File: src/rtl/bmf_pkg.sv
// Box mean filter: shared types and constants.
// No dependencies.
`timescale 1ns / 1ps
package bmf_pkg;
    localparam int CHAN_BITS  = 8;
    localparam int PIX_BITS   = 3 * CHAN_BITS;
    localparam int MAX_HEIGHT = 4096;
    localparam int ROW_W      = 13;
    localparam int CFG_AW     = 3;
    localparam int CFG_DW     = 13;

    localparam logic [CFG_AW-1:0] REG_FRAME_WIDTH  = 3'd0;
    localparam logic [CFG_AW-1:0] REG_FRAME_HEIGHT = 3'd1;
    localparam logic [CFG_AW-1:0] REG_HALF_WIDTH   = 3'd2;
    localparam logic [CFG_AW-1:0] REG_HALF_HEIGHT  = 3'd3;
    localparam logic [CFG_AW-1:0] REG_COLOR_MODE   = 3'd4;

    typedef enum logic [4:0] {
        S_IDLE = 5'b00001,
        S_SUM  = 5'b00010,
        S_ACC  = 5'b00100,
        S_DIV  = 5'b01000,
        S_OUT  = 5'b10000
    } t_state;
endpackage

File: src/rtl/bmf_div.sv
// Restoring divider, one quotient bit per cycle, 8-bit quotient.
// Depends on bmf_pkg.
`timescale 1ns / 1ps
module bmf_div #(
    parameter int NW = 16,
    parameter int DW = 8
) (
    input  logic                           i_clk,
    input  logic                           i_rst_n,
    input  logic                           i_start,
    input  logic [NW-1:0]                  i_num,
    input  logic [DW-1:0]                  i_den,
    output logic [bmf_pkg::CHAN_BITS-1:0]  o_quo,
    output logic                           o_done
);
    localparam int QW = bmf_pkg::CHAN_BITS;
    localparam int SW = $clog2(QW);

    logic [NW-1:0] r_rem;
    logic [DW-1:0] r_den;
    logic [SW-1:0] r_step;
    logic          r_busy;
    logic [NW-1:0] trial;

    assign trial = NW'(r_den) << r_step;

    always_ff @(posedge i_clk) begin
        if (!i_rst_n) begin
            r_busy <= 1'b0;
            o_done <= 1'b0;
        end else begin
            o_done <= 1'b0;
            if (i_start) begin
                r_rem  <= i_num;
                r_den  <= i_den;
                r_step <= SW'(QW - 1);
                o_quo  <= '0;
                r_busy <= 1'b1;
            end else if (r_busy) begin
                if (r_rem >= trial) begin
                    r_rem         <= r_rem - trial;
                    o_quo[r_step] <= 1'b1;
                end
                if (r_step == '0) begin
                    r_busy <= 1'b0;
                    o_done <= 1'b1;
                end else begin
                    r_step <= r_step - 1'b1;
                end
            end
        end
    end
endmodule

File: config.mk
export PLATFORM = sky130hd
export DESIGN_NAME = bmf_div
export DESIGN_NICKNAME = d
export VERILOG_FILES = /design/src/rtl/bmf_pkg.sv /design/src/rtl/bmf_div.sv
export SDC_FILE = /design/constraint.sdc
export NUM_CORES = 1
export LEC_CHECK = 0
export BUFFER_PORTS_ARGS = -buffer_cell sky130_fd_sc_hd__buf_2
export CELL_PAD_IN_SITES_DETAIL_PLACEMENT = 1
export CELL_PAD_IN_SITES_GLOBAL_PLACEMENT = 1
export CORE_ASPECT_RATIO = 0.5
export CORE_MARGIN = 8
export CORE_UTILIZATION = 44
export DETAILED_ROUTE_END_ITERATION = 16
export GPL_ROUTABILITY_DRIVEN = 0
export PLACE_DENSITY_LB_ADDON = 0.1
export RECOVER_POWER = 25
export SLEW_MARGIN = 20
export SYNTH_ARGS = -nofsm -noshare
export SYNTH_HDL_FRONTEND = slang
export SYNTH_SLANG_ARGS = --single-unit
export TNS_END_PERCENT = 100
File: constraint.sdc
create_clock -name i_clk -period 3.91 [get_ports i_clk]
set_clock_uncertainty 0.2 [all_clocks]
set_input_delay 0.1955 -clock i_clk [delete_from_list [all_inputs] [get_ports i_clk]]
set_output_delay 0.1955 -clock i_clk [all_outputs]
set_load 0.05 [all_outputs]
==> flow_summary.yaml, run 1 <==
floorplan:
  fp-row-count: 19
  coreArea_um2: 5610
  die-height_um: 70.4
  ios: 36
  dieWidth_um: 125
  initial_utilization: 0.465
  dieArea_um2: 8790
synthesis:
  yosys_warnings: 0
  synthMuxAreaShare: 0.0610
  synthesis.nets: 325
  synth_compound_area_frac: 0.195
  ys_seq_elements: 37
  synth-xor-area-share: 0.0302
  syn-cell-area_um2: 2610
  synth_top_family_by_area: "compound AO/OA/AOI/OAI gates"
  syn_inst: 280
  synth_cell_types: 45
  yosysSeqAreaShare: 0.419
  yosys.area_share.adder: 0.0893
  yosys.area_share.simple: 0.167
  synth.avg_cell_area_um2: 9.31
layout:
  fillers: 669
  diodes: 0
  area_delta_synth_final_pct: 25.4
  drive_gt1_frac: 0.171
  final_nets: 384
  layout.cells.most_common_list: "nand2_1 (40), edfxtp_1 (35), nor2_1 (27), a21oi_1 (27), buf_2 (26)"
  final_common_cell: "nand2_1"
sta:
  slew_violations: 0
  period_minus_slack_ps: 3700
  tns_ps: 0
  grt_setup_unrepaired: "false"
  tightest_slew_ps: 621
  post-route-period-util: 0.947
  final_hold_viol_count: 0
  timing.fmax_mhz: 270
  whs_ps: 3.22
  finalSetupViolCount: 0
  slew_headroom: 0.588
  setup_ws_ps: 209
power_and_ir_drop:
  finalPower_mw: 1.47
  internal_power_mw: 0.970
  total_leakage_power_nw: 1.30
  seq_power_share: 0.349
  swShare: 0.339
  combPwrFrac: 0.324
  powerDensity_nw_per_um2: 449
  ir_drop_mv: 0.185
  switchingPower_mw: 0.497
  p_clk_frac: 0.328
setup_path:
  r2r_setup_slack_ps: 210
  critPathRequiredTime_ps: 3710
  crit_slowest_cell: "edfxtp_1"
  worstPathCellList: "inv_1 -> nor2_1 -> nand2_1 -> o21ai_0 -> nand2_1 -> ha_1 -> a21o_1 -> a311oi_2 -> or3_1 -> nand3_1 -> a21o_1 -> buf_12"
  crit_type: "register to register"
  worst_path_largest_cell_delay_ps: 540
  startpoint_type: "register"
  critical_path_peak_fanout: 21
  arrival_ps: 3500
  setup.worst_path.end_class: "register"
route:
  routed_wl_um: 8310
  wire_per_inst_um: 20.1
  num_vias: 2427
  drc: 0
  first_iter_violations: 214
  dr.pass1.iters: 4
  routed_via_density: 5.88
  drtAntennaViolNets: 0
global_routing:
  first_global_vias: 2495
  antenna_found_initial: 0
  grt_use_total: 0.183
  grt.overflow.total: 0
  grt_pass1_wl_um: 12900
  grt_max_degree: 41
clock_network:
  cts-resized-gates: 0
  tritoncts: "done"
  numCtsBuffers: 5
  path_clk_slew_ps: 60
  cts-root-buf: "clkbuf_16"
  h-tree-depth: 2
  clkSinkCount: 37
  cts_buffer_depth: 2
  clk_latency_ps: 290
outcome:
  status: "complete, no violations"
placed_design:
  port_buffers: 35
  dp_slack_ps: 266
  place_hpwl_um: 5800
worst_hold_path:
  hp-class: "input port to register"
flow_run:
  maxCapViolations: 0
==> sequential cells by signal (all words and copies together), names as in the netlist <==
| register | count |
|---|---|
| r_rem | 16 |
| r_busy | 1 |
| r_den | 8 |
| r_step | 3 |
| o_done | 1 |
| o_quo | 8 |
==> cells by family after synthesis <==
logic type	after synthesis
flip-flops	37
AND/OR/NAND/NOR	98
AO/OA/AOI/OAI	79
buffers and inverters	26
multiplexers	13
adder cells (fa/ha/maj)	18
XOR/XNOR	9
==> power by group through the flow <==
| stage | Sequential, mW | Clock [mW] | Combinational, mW |
|---|---|---|---|
| 2_1_floorplan | 0.532 | 0 | 0.304 |
| 3_3_place_gp | 0.519 | 0 | 0.430 |
| 3_5_place_dp | 0.521 | 0 | 0.445 |
| 4_1_cts | 0.513 | 0.485 | 0.464 |
| 5_1_grt | 0.515 | 0.497 | 0.521 |
| 6_report | 0.511 | 0.481 | 0.475 |
==> per-stage QoR <==
step / cell area [um2] / cells / util
floorplan: 2610 / 280 / -
global placement: 2880 / 380 / 0.513
detailed placement: 2880 / 380 / 0.513
CTS: 3230 / 406 / 0.575
global route: 3270 / 413 / 0.583
finish: 3270 / 413 / 0.583
==> path summary, 6_finish.rpt <==
kind | start | endpoint | depth (start not counted)
setup / recovery | r_step[0] | o_quo[6] | 12
hold / removal | i_num[4] | r_rem[4] | 3
setup reg to reg | r_step[0] | o_quo[6] | 12
hold reg to reg | r_busy | o_done | 2
==> metal layers <==
layer / track usage / up-vias / part of all wire
met5: 0 / - / 0
met4: 0.0281 / 0 / 0.0066
met3: 0.0515 / 4 / 0.072
met2: 0.285 / 65 / 0.44
met1: 0.249 / 1207 / 0.48
li1: - / 1151 / -
==> synth_stat cells <==
library cell  count  area (um2)
nand2_1          40         150
edfxtp_1         35        1050
a21oi_1          27         135
nor2_1           27         101
o21ai_0          19        95.1
ha_1             17         213
inv_1            11        41.3
clkbuf_1         10        37.5
mux2i_1           8        80.1
a31oi_1           6        37.5
nand3_1           6        30.0
nor3_1            5        25.0
xor2_1            5        43.8
nor2b_1           4        25.0
o21a_1            4        30.0
xnor2_1           4        35.0
a21o_1            3        22.5
and2_1            3        18.8
buf_2             3        15.0
mux2_2            3        33.8
nand2b_1          3        18.8
nand4_1           3        18.8
o211ai_1          3        22.5
or3_1             3        18.8
a211oi_1          2        15.0
a311oi_1          2        17.5
dfxtp_1           2        40.0
mux4_2            2        45.0
nor4_1            2        12.5
o2111ai_1         2        17.5
o31ai_1           2        15.0
a211oi_4          1        20.0
a311oi_2          1        15.0
a31o_2            1        8.76
and3_1            1        6.26
and4_1            1        8.76
buf_1             1        3.75
clkbuf_2          1        5.00
fa_1              1        20.0
o211ai_2          1        12.5
o21bai_1          1        7.51
o221ai_1          1        8.76
o22ai_1           1        6.26
o311ai_1          1        8.76
o31ai_2           1        12.5
==> worst max-delay path, delay by kind of cell, from the launching register on <==
family / cells / cell delay (ps)
AO/OA/AOI/OAI: 4 / 760
adder cells (fa/ha/maj): 1 / 380
buffers and inverters: 2 / 430
flip-flops: 1 / 540
AND/OR/NAND/NOR: 5 / 1080
==> repair_timing <==
action	in CTS	in global routing
hold buffers	18	0
setup endpoints to repair	0	21
buffers inserted	0	7
endpoints found under the hold margin	18	0
==> final cells by class <==
cell class / count / area, um2 / share of cell area
well taps: 73 / 91.3 / 0.0279
clock inverters: 3 / 46.3 / 0.0142
flip-flops and latches: 37 / 1090 / 0.334
multi-input cells: 217 / 1410 / 0.432
clock buffers: 5 / 125 / 0.0383
repair buffers: 67 / 462 / 0.141
inverters: 11 / 41.3 / 0.0126
Note: power is estimated with default switching activity, not from simulation.
==> run 2, diff against run 1 <==
--- a/config.mk
+++ b/config.mk
@@ -9,7 +9,7 @@
 export CELL_PAD_IN_SITES_DETAIL_PLACEMENT = 1
 export CELL_PAD_IN_SITES_GLOBAL_PLACEMENT = 1
 export CORE_ASPECT_RATIO = 0.5
-export CORE_MARGIN = 8
+export CORE_MARGIN = 3
 export CORE_UTILIZATION = 44
 export DETAILED_ROUTE_END_ITERATION = 16
 export GPL_ROUTABILITY_DRIVEN = 0
==> run 2 against run 1 <==
Compared with the run above:
- hold slack worse by 3.2 ps
- sequential share of layout area is 1.1 points higher
- wire length is 6.7% lower
- maximum frequency is 1.3% higher
- die area is 21% lower
- combinational power is 3% lower
- non-clock buffer count is 8 lower
- first-iteration DRC count is 16% lower
- cell count is 1.9% lower
- critical endpoint is now o_quo[2]
- largest cell class unchanged
- highest routed layer unchanged
==> flow_summary.yaml, run 2 (synthesis results as in run 1) <==
setup_path:
  arrival_ps: 3480
  critical_path_peak_fanout: 17
  setup.worst_path.end_class: "register"
  cp-startpoint: "r_step[1]"
  r2r_setup_slack_ps: 260
  reg2reg_from: "r_step[1]"
  timing.rr.end: "o_quo[2]"
  crit_type: "register to register"
  critPathRequiredTime_ps: 3740
  startpoint_type: "register"
  r2r_cells: 12
layout:
  drive_gt1_frac: 0.151
  top_register: "r_rem"
  largest_register_ff_count: 16
  final_common_cell: "nand2_1"
  reg_top3: "r_rem: 16 flops, o_quo: 8 flops, r_den: 8 flops"
  area_delta_synth_final_pct: 21.4
  final_nets: 376
  diodes: 0
  layout.cells.most_common_list: "nand2_1 (40), edfxtp_1 (35), nor2_1 (27), a21oi_1 (27), buf_2 (25)"
  post-route-util: 0.564
global_routing:
  antenna_found_initial: 0
  grt_use_total: 0.237
  grt_max_degree: 31
  first_global_vias: 2344
  grt_pass1_wl_um: 12300
  grt.overflow.total: 0
clock_network:
  cts-root-buf: "clkbuf_16"
  path_clk_slew_ps: 60
  tritoncts: "done"
  numCtsBuffers: 5
  clk_latency_ps: 290
  cts-resized-gates: 0
  clkSinkCount: 37
  h-tree-depth: 2
  cts_buffer_depth: 2
floorplan:
  coreArea_um2: 5610
  ios: 36
  initial_utilization: 0.465
  die-height_um: 60.4
  dieArea_um2: 6940
  dieWidth_um: 115
  fp-row-count: 19
sta:
  post-route-period-util: 0.934
  final_hold_viol_count: 0
  timing.fmax_mhz: 274
  finalSetupViolCount: 0
  slew_headroom: 0.199
  slew_violations: 0
  tns_ps: 0
  whs_ps: 0.00475
  tightest_slew_ps: 1200
  grt_setup_unrepaired: "false"
  period_minus_slack_ps: 3650
worst_hold_path:
  hp-start: "i_num[2]"
  whs_endpoint: "r_rem[2]"
  whs_path_depth: 3
  hp-class: "input port to register"
flow_run:
  maxCapViolations: 0
power_and_ir_drop:
  internal_power_mw: 0.915
  p_clk_frac: 0.299
  switchingPower_mw: 0.475
  seq_power_share: 0.370
  ir_drop_mv: 0.190
  combPwrFrac: 0.332
  swShare: 0.342
  total_leakage_power_nw: 1.25
  finalPower_mw: 1.39
  powerDensity_nw_per_um2: 439
route:
  dr.pass1.iters: 5
  num_vias: 2383
  drc: 0
  wire_per_inst_um: 19.1
  routed_wl_um: 7750
  first_iter_violations: 180
  routed_via_density: 5.88
  drtAntennaViolNets: 0
outcome:
  status: "complete, no violations"
placed_design:
  port_buffers: 35
  place_hpwl_um: 5530
run 2: cell count changes in the layout (fill, tap and decap cells not counted), sizes merged:
cell,delta
clkinv,-1
buf,-6
bufinv,-1
dlygate4sd3,-3
clkbuf,+3
run 2: power by group through the flow:
stage	logic [mW]	registers, mW	clock network [mW]
global route	0.511	0.517	0.439
global placement	0.419	0.521	0
CTS	0.454	0.514	0.422
finish	0.461	0.514	0.415
detailed placement	0.436	0.521	0
floorplan	0.304	0.532	0
run 2: layer usage:
layer | vias up | wire (um) | GRT usage
li1 | 1130 | - | -
met1 | 1184 | 3820 | 0.339
met2 | 63 | 3410 | 0.372
met3 | 6 | 470 | 0.0538
met4 | 0 | 63 | 0.0518
met5 | - | 0 | 0
run 2: worst max path at each step:
stage | end | slack [ps] | depth (start not counted)
6_report | o_quo[2] | 260 | 12
5_1_grt | r_rem[2] | 90 | 11
4_1_cts | r_rem[2] | 170 | 12
3_5_place_dp | o_quo[3] | 200 | 12
3_3_place_gp | o_quo[6] | 380 | 12
2_1_floorplan | o_quo[0] | 490 | 10
run 2: cell type report:
class,count,area [um2]
Clock buffer,7,143
Sequential cell,37,1090
Inverter,11,41.3
Tap cell,73,91.3
Fill cell,681,2450
Multi-Input combinational cell,217,1410
Timing Repair Buffer,59,377
Clock inverter,1,7.51
run 2: critical path, stage by stage, from the launching register on:
cell	delay, ps
edfxtp_1	640
nor2_1	300
nand2_1	140
nor2_1	150
ha_1	180
inv_1	50
fa_1	400
a21o_1	220
a311oi_2	420
or3_1	210
nand3_1	80
a21o_1	180
buf_4	210
run 2: through the flow:
step / worst slack (ps) / instance area [um2] / std cells
after floorplan: 492 / 2610 / 280
after global placement: 384 / 2860 / 380
after detailed placement: 204 / 2860 / 380
after CTS: 170 / 3160 / 403
after global routing: 89.8 / 3160 / 405
final: 257 / 3160 / 405
run 2: timing repair:
action                     4_1_cts  5_1_grt
buffers inserted                 0        2
setup endpoints to repair        0       24
hold buffers                    15        0
hold endpoints to repair        15        0
